<file path="src/sv/cct_pkg.sv">
`timescale 1ns / 1ps

package cct_pkg;

    // Parse modes kept between words
    typedef enum logic [2:0] {
        MODE_START    = 3'd0,
        MODE_QUOTED   = 3'd1,
        MODE_AFTERQ   = 3'd2,
        MODE_UNQUOT   = 3'd3,
        MODE_AFTEREOL = 3'd4
    } mode_t;

    // Result kinds
    typedef enum logic [1:0] {
        KIND_BYTE = 2'd0,
        KIND_CELL = 2'd1,
        KIND_ROW  = 2'd2
    } kind_t;

    // Characters that steer the parser
    localparam logic [7:0] CH_COMMA = 8'h2C;
    localparam logic [7:0] CH_QUOTE = 8'h22;
    localparam logic [7:0] CH_SPACE = 8'h20;
    localparam logic [7:0] CH_TAB   = 8'h09;
    localparam logic [7:0] CH_LF    = 8'h0A;
    localparam logic [7:0] CH_CR    = 8'h0D;

    // Token queue between classifier and output stage
    localparam int QUEUE_DEPTH = 4;
    localparam int QUEUE_AW    = $clog2(QUEUE_DEPTH);
    localparam int QUEUE_CW    = $clog2(QUEUE_DEPTH + 1);

    // One result word
    typedef struct packed {
        kind_t      kind;
        logic [7:0] data;
        logic       unclosed;
    } result_t;

    // Results caused by one input word (one or two)
    typedef struct packed {
        logic    two;
        result_t first;
        result_t second;
    } entry_t;

endpackage

</file>
<file path="src/sv/cct_front.sv">
`timescale 1ns / 1ps

module cct_front (
    input  logic            aclk,
    input  logic            aresetn,
    input  logic            accept,
    input  logic [7:0]      in_byte,
    input  logic            end_of_input,
    output logic            push,
    output cct_pkg::entry_t entry
);
    import cct_pkg::*;

    mode_t   mode_reg, mode_next;
    logic    is_eol, is_blank;
    logic    start_has;
    result_t start_res;
    mode_t   start_mode;
    result_t cell_end;

    assign is_eol   = (in_byte == CH_LF) || (in_byte == CH_CR);
    assign is_blank = (in_byte == CH_SPACE) || (in_byte == CH_TAB);

    // Word handled as at cell start
    always_comb begin
        start_has  = 1'b1;
        start_res  = '{kind: KIND_ROW, data: 8'd0, unclosed: 1'b0};
        start_mode = MODE_START;
        if (end_of_input) begin
            start_mode = MODE_START;
        end else if (is_blank) begin
            start_has = 1'b0;
        end else if (is_eol) begin
            start_mode = MODE_AFTEREOL;
        end else if (in_byte == CH_COMMA) begin
            start_res.kind = KIND_CELL;
        end else if (in_byte == CH_QUOTE) begin
            start_has  = 1'b0;
            start_mode = MODE_QUOTED;
        end else begin
            start_res.kind = KIND_BYTE;
            start_res.data = in_byte;
            start_mode     = MODE_UNQUOT;
        end
    end

    assign cell_end = '{kind: KIND_CELL, data: 8'd0, unclosed: 1'b0};

    // Mode transitions and token build
    always_comb begin
        mode_next    = mode_reg;
        push         = 1'b0;
        entry.two    = 1'b0;
        entry.first  = start_res;
        entry.second = '{kind: KIND_ROW, data: 8'd0, unclosed: 1'b0};
        unique case (mode_reg)
            MODE_QUOTED: begin
                if (end_of_input) begin
                    push                 = 1'b1;
                    entry.two            = 1'b1;
                    entry.first          = cell_end;
                    entry.first.unclosed = 1'b1;
                    mode_next            = MODE_START;
                end else if (in_byte == CH_QUOTE) begin
                    mode_next = MODE_AFTERQ;
                end else begin
                    push        = 1'b1;
                    entry.first = '{kind: KIND_BYTE, data: in_byte, unclosed: 1'b0};
                end
            end
            MODE_AFTERQ: begin
                push        = 1'b1;
                entry.first = cell_end;
                if (!end_of_input && in_byte == CH_COMMA) begin
                    mode_next = MODE_START;
                end else begin
                    entry.two    = start_has;
                    entry.second = start_res;
                    mode_next    = start_mode;
                end
            end
            MODE_UNQUOT: begin
                if (end_of_input) begin
                    push        = 1'b1;
                    entry.two   = 1'b1;
                    entry.first = cell_end;
                    mode_next   = MODE_START;
                end else if (in_byte == CH_COMMA) begin
                    push        = 1'b1;
                    entry.first = cell_end;
                    mode_next   = MODE_START;
                end else if (is_eol) begin
                    push        = 1'b1;
                    entry.two   = 1'b1;
                    entry.first = cell_end;
                    mode_next   = MODE_AFTEREOL;
                end else begin
                    push        = 1'b1;
                    entry.first = '{kind: KIND_BYTE, data: in_byte, unclosed: 1'b0};
                end
            end
            MODE_AFTEREOL: begin
                if (!end_of_input && is_eol) begin
                    mode_next = MODE_START;
                end else begin
                    push      = start_has;
                    mode_next = start_mode;
                end
            end
            default: begin
                push      = start_has;
                mode_next = start_mode;
            end
        endcase
        push = push & accept;
    end

    // Mode register
    always_ff @(posedge aclk) begin
        if (!aresetn) begin
            mode_reg <= MODE_START;
        end else if (accept) begin
            mode_reg <= mode_next;
        end
    end

endmodule

</file>
<file path="src/sv/cct_queue.sv">
`timescale 1ns / 1ps

module cct_queue (
    input  logic            aclk,
    input  logic            aresetn,
    input  logic            push,
    input  cct_pkg::entry_t push_entry,
    input  logic            pop,
    output cct_pkg::entry_t head,
    output logic            empty,
    output logic            full
);
    import cct_pkg::*;

    entry_t                slot_reg [QUEUE_DEPTH];
    logic [QUEUE_AW-1:0]   wr_ptr_reg, rd_ptr_reg;
    logic [QUEUE_CW-1:0]   count_reg, count_next;

    assign empty = (count_reg == '0);
    assign full  = (count_reg == QUEUE_CW'(QUEUE_DEPTH));
    assign head  = slot_reg[rd_ptr_reg];

    always_comb begin
        count_next = count_reg;
        if (push && !pop) begin
            count_next = count_reg + 1'b1;
        end else if (!push && pop) begin
            count_next = count_reg - 1'b1;
        end
    end

    // Pointers and fill count
    always_ff @(posedge aclk) begin
        if (!aresetn) begin
            wr_ptr_reg <= '0;
            rd_ptr_reg <= '0;
            count_reg  <= '0;
        end else begin
            if (push) begin
                wr_ptr_reg <= wr_ptr_reg + 1'b1;
            end
            if (pop) begin
                rd_ptr_reg <= rd_ptr_reg + 1'b1;
            end
            count_reg <= count_next;
        end
    end

    // Storage
    always_ff @(posedge aclk) begin
        if (push) begin
            slot_reg[wr_ptr_reg] <= push_entry;
        end
    end

    a_no_overflow: assert property (@(posedge aclk) disable iff (!aresetn)
        push |-> (!full || pop))
        else $error("token queue overflow");

    a_no_underflow: assert property (@(posedge aclk) disable iff (!aresetn)
        pop |-> !empty)
        else $error("token queue underflow");

    a_ptr_count: assert property (@(posedge aclk) disable iff (!aresetn)
        (count_reg <= QUEUE_CW'(QUEUE_DEPTH)) &&
        (QUEUE_AW'(wr_ptr_reg - rd_ptr_reg) == QUEUE_AW'(count_reg)))
        else $error("token queue pointers disagree with count");

endmodule

</file>
<file path="src/sv/cct_back.sv">
`timescale 1ns / 1ps

module cct_back (
    input  logic            aclk,
    input  logic            aresetn,
    input  cct_pkg::entry_t head,
    input  logic            empty,
    output logic            pop,
    output logic            m_tvalid,
    input  logic            m_tready,
    output logic [7:0]      m_tdata,
    output logic [2:0]      m_tuser,
    output logic            m_tlast
);
    import cct_pkg::*;

    logic    sub_reg, sub_next;
    logic    valid_reg, valid_next;
    result_t res_reg, res_sel;
    logic    last_reg, last_sel;
    logic    load;

    // Pick the next result word of the head token
    assign load     = !empty && (!valid_reg || m_tready);
    assign res_sel  = sub_reg ? head.second : head.first;
    assign last_sel = !head.two || sub_reg;
    assign pop      = load && last_sel;

    always_comb begin
        sub_next   = sub_reg;
        valid_next = valid_reg;
        if (load) begin
            sub_next   = !last_sel;
            valid_next = 1'b1;
        end else if (m_tready) begin
            valid_next = 1'b0;
        end
    end

    // Control
    always_ff @(posedge aclk) begin
        if (!aresetn) begin
            sub_reg   <= 1'b0;
            valid_reg <= 1'b0;
        end else begin
            sub_reg   <= sub_next;
            valid_reg <= valid_next;
        end
    end

    // Output payload
    always_ff @(posedge aclk) begin
        if (load) begin
            res_reg  <= res_sel;
            last_reg <= last_sel;
        end
    end

    assign m_tvalid = valid_reg;
    assign m_tdata  = res_reg.data;
    assign m_tuser  = {res_reg.unclosed, res_reg.kind};
    assign m_tlast  = last_reg;

    a_second_half: assert property (@(posedge aclk) disable iff (!aresetn)
        sub_reg |-> (!empty && head.two))
        else $error("second result pending without a two-result token");

    a_unclosed_on_cell: assert property (@(posedge aclk) disable iff (!aresetn)
        (valid_reg && res_reg.unclosed) |-> (res_reg.kind == KIND_CELL))
        else $error("unclosed flag on a word that is not a cell end");

    a_first_not_last: assert property (@(posedge aclk) disable iff (!aresetn)
        (load && !last_sel) |=> (sub_reg && valid_reg && !last_reg))
        else $error("first of two results marked last");

endmodule

</file>
<file path="src/sv/csv_cell_tokenizer_core.sv">
// Path: an accepted byte's results are written into the token queue and then
// loaded into the output register that drives m_*.
// Throughput: one input word per cycle; a byte that yields two results
// sends them as two output words, and the four-entry token queue absorbs these.
// Input stalls only when the token queue is full.
// Reset: aresetn synchronous, active low; parser returns to cell start and
// the token queue and output register are emptied.
`timescale 1ns / 1ps

module csv_cell_tokenizer_core (
    input  logic       aclk,
    input  logic       aresetn,
    input  logic       s_tvalid,
    output logic       s_tready,
    input  logic [7:0] s_tdata,   // [7:0] in_byte
    input  logic       s_tuser,   // [0] end_of_input
    output logic       m_tvalid,
    input  logic       m_tready,
    output logic [7:0] m_tdata,   // [7:0] data_byte
    output logic [2:0] m_tuser,   // [1:0] kind, [2] quote_unclosed
    output logic       m_tlast
);
    import cct_pkg::*;

    logic   accept;
    logic   push, pop, empty, full;
    entry_t push_entry, head;

    assign s_tready = !full;
    assign accept   = s_tvalid && s_tready;

    // Classifier and parse mode
    cct_front u_front (
        .aclk         (aclk),
        .aresetn      (aresetn),
        .accept       (accept),
        .in_byte      (s_tdata),
        .end_of_input (s_tuser),
        .push         (push),
        .entry        (push_entry)
    );

    // Token queue
    cct_queue u_queue (
        .aclk       (aclk),
        .aresetn    (aresetn),
        .push       (push),
        .push_entry (push_entry),
        .pop        (pop),
        .head       (head),
        .empty      (empty),
        .full       (full)
    );

    // Result serializer and output register
    cct_back u_back (
        .aclk     (aclk),
        .aresetn  (aresetn),
        .head     (head),
        .empty    (empty),
        .pop      (pop),
        .m_tvalid (m_tvalid),
        .m_tready (m_tready),
        .m_tdata  (m_tdata),
        .m_tuser  (m_tuser),
        .m_tlast  (m_tlast)
    );

endmodule

</file>
<file path="config.mk">
export PLATFORM = sky130hd
export DESIGN_NAME = csv_cell_tokenizer_core
export DESIGN_NICKNAME = d
export VERILOG_FILES = /design/src/sv/cct_pkg.sv /design/src/sv/cct_front.sv /design/src/sv/cct_queue.sv /design/src/sv/cct_back.sv /design/src/sv/csv_cell_tokenizer_core.sv
export SDC_FILE = /design/constraint.sdc
export NUM_CORES = 1
export LEC_CHECK = 0
export BUFFER_PORTS_ARGS = -buffer_cell sky130_fd_sc_hd__buf_2
export CORE_MARGIN = 2
export CORE_UTILIZATION = 55
export CTS_CLUSTER_DIAMETER = 150
export DETAILED_ROUTE_END_ITERATION = 7
export PLACE_DENSITY = 0.71
export SYNTH_ARGS = -nofsm -noshare
export SYNTH_HDL_FRONTEND = slang
export SYNTH_SLANG_ARGS = --single-unit
</file>
<file path="constraint.sdc">
create_clock -name aclk -period 4.63 [get_ports aclk]
set_input_delay 1.1575 -clock aclk [delete_from_list [all_inputs] [get_ports aclk]]
set_output_delay 1.1575 -clock aclk [all_outputs]
set_load 0.05 [all_outputs]
</file>
=== Yosys cells after proc, flatten, opt, wreduce, memory -nomap -nowiden ===
Memories as Yosys holds them, arrays and structs flattened. A register that Yosys moved wholly into a read port is not among the register bits.
Index checks and enable logic that the tools add are counted.

* Flip-flop bits (word level): 24
* Bits in latches: 0
* Bits in writable memories: 92
* Memory bits (read-only): 0
* Input port bits: 13
* Output and inout port bits: 14
* Logic and storage cells: 101
* Memories kept: 1

{| class="wikitable"
|+ Memory list
! name !! depth !! bits a word !! rd ports !! clocked after memory_dff !! write ports !! line !! source
|-
| u_queue.slot_reg || 4 || 23 || 1 || 1 || 1 || cct_queue.sv:15 || <nowiki>entry_t slot_reg [QUEUE_DEPTH];</nowiki>
|}

* Add/subtract/negate cells: 4
* Multipliers: 0
* Divide/modulo/power cells: 0
* Magnitude comparators: 0
* Equal/unequal tests: 13
* Shifts and indexed selects: 0
* Mux-type cells: 48
* Bitwise gates (word level): 1
* Reduce and logical (&&, ||, !) cells: 24

{| class="wikitable"
|+ Operator list
! kind !! number
|-
| $mux 11 || 6
|-
| $mux 10 || 5
|-
| $mux 3 || 12
|-
| $pmux 12 s3 || 1
|-
| $eq 8x4->1 const B || 3
|-
| $eq 8x6->1 const B || 3
|-
| $mux 1 || 15
|-
| $mux 12 || 1
|-
| $pmux 3 s4 || 1
|-
| $mux 2 || 5
|-
| $logic_not 1->1 || 8
|-
| $mux 8 || 1
|-
| $logic_and 1x1->1 || 7
|-
| $eq 3x2->1 const B || 2
|-
| $eq 3x3->1 const B || 2
|-
| $add 2x1->2 const B || 2
|-
| $logic_or 1x1->1 || 4
|-
| $ne 4x2->1 const B || 1
|-
| $reduce_bool 2->1 || 2
|-
| $add 3x1->3 const B || 1
|-
| $eq 3x1->1 const B || 1
|-
| $logic_not 3->1 || 1
|-
| $ne 3x2->1 const B || 1
|-
| $pmux 1 s3 || 1
|-
| 4 further kinds || 4
|}

=== Depth between registers and ports, before layout ===
* Depth in word-level cells: 13
* Mapped depth: 11
* Mapped depth without buffers: 10

=== Modules after synthesis ===
A second synthesis with hierarchy kept.

* Cells, all modules: 323
* Area, all modules: 5,202.5 µm²

{| class="wikitable"
|+ By module, submodules not included
! module !! times used !! cells each !! area an instance (µm²) !! sequential area each (µm²)
|-
| cct_queue || 1 || 163 || 3,798.6 || 2,942.8
|-
| cct_front || 1 || 122 || 794.5 || 60.1
|-
| cct_back || 1 || 36 || 599.3 || 400.4
|-
| csv_cell_tokenizer_core || 1 || 2 || 10.0 || 0.0
|}

=== Least setup slack after synthesis ===
Ideal clock, no wire load.

* Path kind: input-to-reg
* Start point: in s_tuser
* End point: reg u_queue.count_reg[2]
* Library setup time: 0.071 ns
* Data arrival time: 3.641 ns
* Required time: 4.559 ns
* Slack: 0.918 ns
* Stages on the path: 10
* Buffers on the path: 1
* Cell sequence: clkbuf_1 -> clkinv_1 -> a32o_1 -> a311oi_2 -> ha_1 -> inv_1 -> fa_1 -> xor2_1 -> or3_1 -> a21oi_1

* Cells in the longest elaborated chain, start to end: 8
* Elaborated cells on any way between the ends: 12
* Those cells by class: 5 x mux; 1 x bitwise; 6 x reduce/logical

{| class="wikitable"
|+ RTL lines
! item !! line !! source
|-
| start: declaration || csv_cell_tokenizer_core.sv:16 || <nowiki>input logic s_tuser,</nowiki>
|-
| $logic_not 1->1 || cct_front.sv:103 || <nowiki>if (!end_of_input && is_eol) begin</nowiki>
|-
| $logic_and 1x1->1 || cct_front.sv:103 ||
|-
| $mux 1 || cct_front.sv:103 ||
|-
| $pmux 1 s3 (*) || cct_front.sv:56 || <nowiki>unique case (mode_reg)</nowiki>
|-
| $and 1x1->1 (*) || cct_front.sv:115 || <nowiki>push = push & accept;</nowiki>
|-
| net push || csv_cell_tokenizer_core.sv:26 || <nowiki>logic push, pop, empty, full;</nowiki>
|-
| $logic_not 1->1 || cct_queue.sv:27 || <nowiki>end else if (!push && pop) begin</nowiki>
|-
| $logic_and 1x1->1 || cct_queue.sv:27 ||
|-
| $reduce_bool 2->1 (no source line) || - ||
|-
| end signal: assignment || cct_queue.sv:45 || <nowiki>count_reg <= count_next;</nowiki>
|-
| end: declaration || cct_queue.sv:17 || <nowiki>logic [QUEUE_CW-1:0] count_reg, count_next;</nowiki>
|}

The timed path passes the listed nets; every way through them passes the cells marked *.
A chain may end at the register's enable or synchronous reset.

=== Worst setup path in the final report ===
Same ends and word-level chain as after synthesis.

==> flow_summary.yaml <==
clock_tree:
  cts_resized: 0
  insertion_delay_ps: 500
  cts-root-buf: "clkbuf_8"
  post_cts_buffers: 0
  cts_tree: "done"
  h-tree-depth: 4
  cts-hold-fix-buffers: 0
  cts_buffer_depth: 2
  clock-sinks: 114
  clk_pin_slew_worst_paths_ps: 60
  cts_buffers: 17
global_route:
  grt_overflow: 0
  grt_use_total_pct: 20.9
  grt_max_degree: 23
  grt_first_pass_wirelength_um: 15200
  grt_pass1_vias: 2879
  antenna_found_initial: 0
sta:
  tns_ps: 0
  setup_violations: 0
  worst_pin_slew_ps: 931
  finalHoldViolations: 0
  clock_skew_ps: 12.4
  postLayoutSetupSlackWorst_ps: 1280
  rsz0062_at_grt: "no"
  finalCritPeriodShare_pct: 72.4
  maxSlewHeadroom_pct: 37.4
  layout_min_cycle_time_ps: 3350
  slew_violations: 0
  max_freq_mhz: 298
cells_and_area:
  fin_nets: 367
  seqCellArea_sq_um: 3280
  drive_gt1_share_pct: 28.5
  areaGrowthSynthToFinish_pct: 16.8
  fill_cells: 600
  design_area_sq_um: 5760
  multi_input_area_sq_um: 1570
  largest_reg_flops: 88
  antennaDiodeCount: 0
  postLayoutCoreUtil_pct: 66.0
placed_design:
  placed_cell_area_sq_um: 5200
  pre_cts_slack_ps: 776
  dp.final_hpwl_um: 5620
  port_buffers: 26
  routabilityCongestion: 0.896
setup_path:
  reg2regPathDepth: 10
  critPathLaunchType: "input port"
  cp_num_cells: 10
  cp.arrival_ps: 3780
  cp-endpoint: "u_queue.count_reg[2]"
  end_kind: "register"
  crit_buf_inv: 3
  r2r-start: "u_front.mode_reg[2]"
  crit_path_top_delay_cell: "a311oi_2"
  required_ps: 5060
  rrSetupSlack_ps: 1490
  cp_cell_sequence: "buf_2 -> clkinv_1 -> a32o_1 -> a311oi_2 -> ha_1 -> inv_1 -> fa_1 -> xor2_1 -> or3_1 -> a21oi_1"
  cp_slowest_stage_delay_ps: 490
  cp_max_fo: 11
  cp_top_family: "compound AO/OA/AOI/OAI gates"
  crit_start: "s_tuser"
  worstSetupPathType: "input port to register"
  timing.rr.end: "u_queue.count_reg[2]"
routing:
  dr_total_vias: 2840
  drtIter0Drc: 259
  drt_pass1_iterations: 5
  drc: 0
  routedWlPerCell_um: 19.7
  wirelength_met1_um: 4090
  maxUsedRoutingLayer: "met4"
  vias_per_cell: 6.06
  routed-wl-met2_um: 4480
  ant_nets: 0
  drt_wl_total_um: 9260
  met3WireLength_um: 558
synthesis:
  yosysTopAreaCellShare_pct: 60.9
  yosysSeqAreaShare_pct: 66.6
  syn_area_sq_um: 4930
  synthTopCellsByArea: "edfxtp_1 (61%), mux4_2 (10%), dfxtp_1 (5.7%), mux2_2 (2.3%), nor2_1 (1.4%)"
  yosys.area.top_type: "edfxtp_1"
  synth_common_cells: "edfxtp_1 (100), mux4_2 (22), nor2_1 (18), dfxtp_1 (14)"
  synth_cells: 309
  yosysMostFrequentCell: "edfxtp_1"
  synthArstFlopShare_pct: 0
  synth_cell_type_count: 52
  ys_warn_count: 0
  synth_edf_count: 100
  synthFlopType: "edfxtp_1"
  synth_seq_cells: 114
  syn_area_per_cell_sq_um: 16.0
floorplan:
  die_area_sq_um: 9740
  die_w_um: 98.7
  coreArea_sq_um: 8720
  num_rows: 34
  initial_core_util_pct: 56.6
  die_y_um: 98.7
  num_io_pins: 27
power:
  p_per_area_nw_per_um2: 612
  p_leak_uw: 0.00197
  total_power_uw: 3530
  peakVddDrop_v: 0.000243
worst_hold_path:
  min_path_type: "register to register"
run:
  drv_cap: 0
status:
  run_status: "complete, no violations"
## placed cells by master (no fill, tap or decap), drive strengths merged, types with 8 or more instances in the layout
cell	n
clkbuf	22
and2	8
nor3	11
mux2	10
buf	33
dfxtp	14
a21oi	8
mux4	22
edfxtp	100
nand2	10
o21ai	10
nor2	18
## worst min path at each step
stage / depth (start not counted) / from / to / slack (ps)
6_report: 2 / u_queue.wr_ptr_reg[0] / u_queue.wr_ptr_reg[0] / 500
5_1_grt: 2 / u_queue.wr_ptr_reg[1] / u_queue.wr_ptr_reg[1] / 560
4_1_cts: 2 / u_queue.wr_ptr_reg[0] / u_queue.wr_ptr_reg[0] / 510
3_5_place_dp: 2 / u_queue.wr_ptr_reg[0] / u_queue.wr_ptr_reg[0] / 500
3_3_place_gp: 2 / u_queue.wr_ptr_reg[0] / u_queue.wr_ptr_reg[0] / 490
2_1_floorplan: 2 / u_queue.count_reg[2] / u_queue.count_reg[2] / 470
## report_power, final
| group | leakage (uW) | internal (uW) | switching [uW] |
|---|---|---|---|
| Combinational | 0.000655 | 326 | 557 |
| Sequential | 0.00104 | 1350 | 78.2 |
| Clock | 0.000267 | 788 | 428 |
## per-layer routing
metal / up-vias / GRT usage [%]
li1: 1293 / -
met3: 10 / 5.67
met2: 117 / 32.2
met4: 0 / 8.11
met5: - / 0
met1: 1420 / 28.8
## metrics by stage
step / cells / hold WS (ps)
final: 469 / 502
after global routing: 469 / 564
after CTS: 469 / 505
after detailed placement: 437 / 496
after global placement: 437 / 485
after floorplan: 312 / 467
## area by class of cell
class	count	share of cell area, %
Sequential cell	114	57.0
Multi-Input combinational cell	175	27.2
Clock inverter	10	1.91
Clock buffer	22	7.86
Tap cell	108	2.35
Timing Repair Buffer	33	3.17
Inverter	7	0.456
## kinds of logic after synthesis
kind of cell | share of synthesized area [%]
flops | 66.6
mux | 12.9
compound gates | 6.06
other cells | 0.0760
buf+inv | 1.85
fa+ha+maj | 1.67
simple gates | 9.77
xor+xnor | 1.07
## tightest hold or removal path, delay by kind of cell, from the launching register on
kind	cells	cell delay [ps]
flip-flops	1	330
multiplexers	1	60
AND/OR/NAND/NOR	1	60
Power figures use the tool's default switching activity.
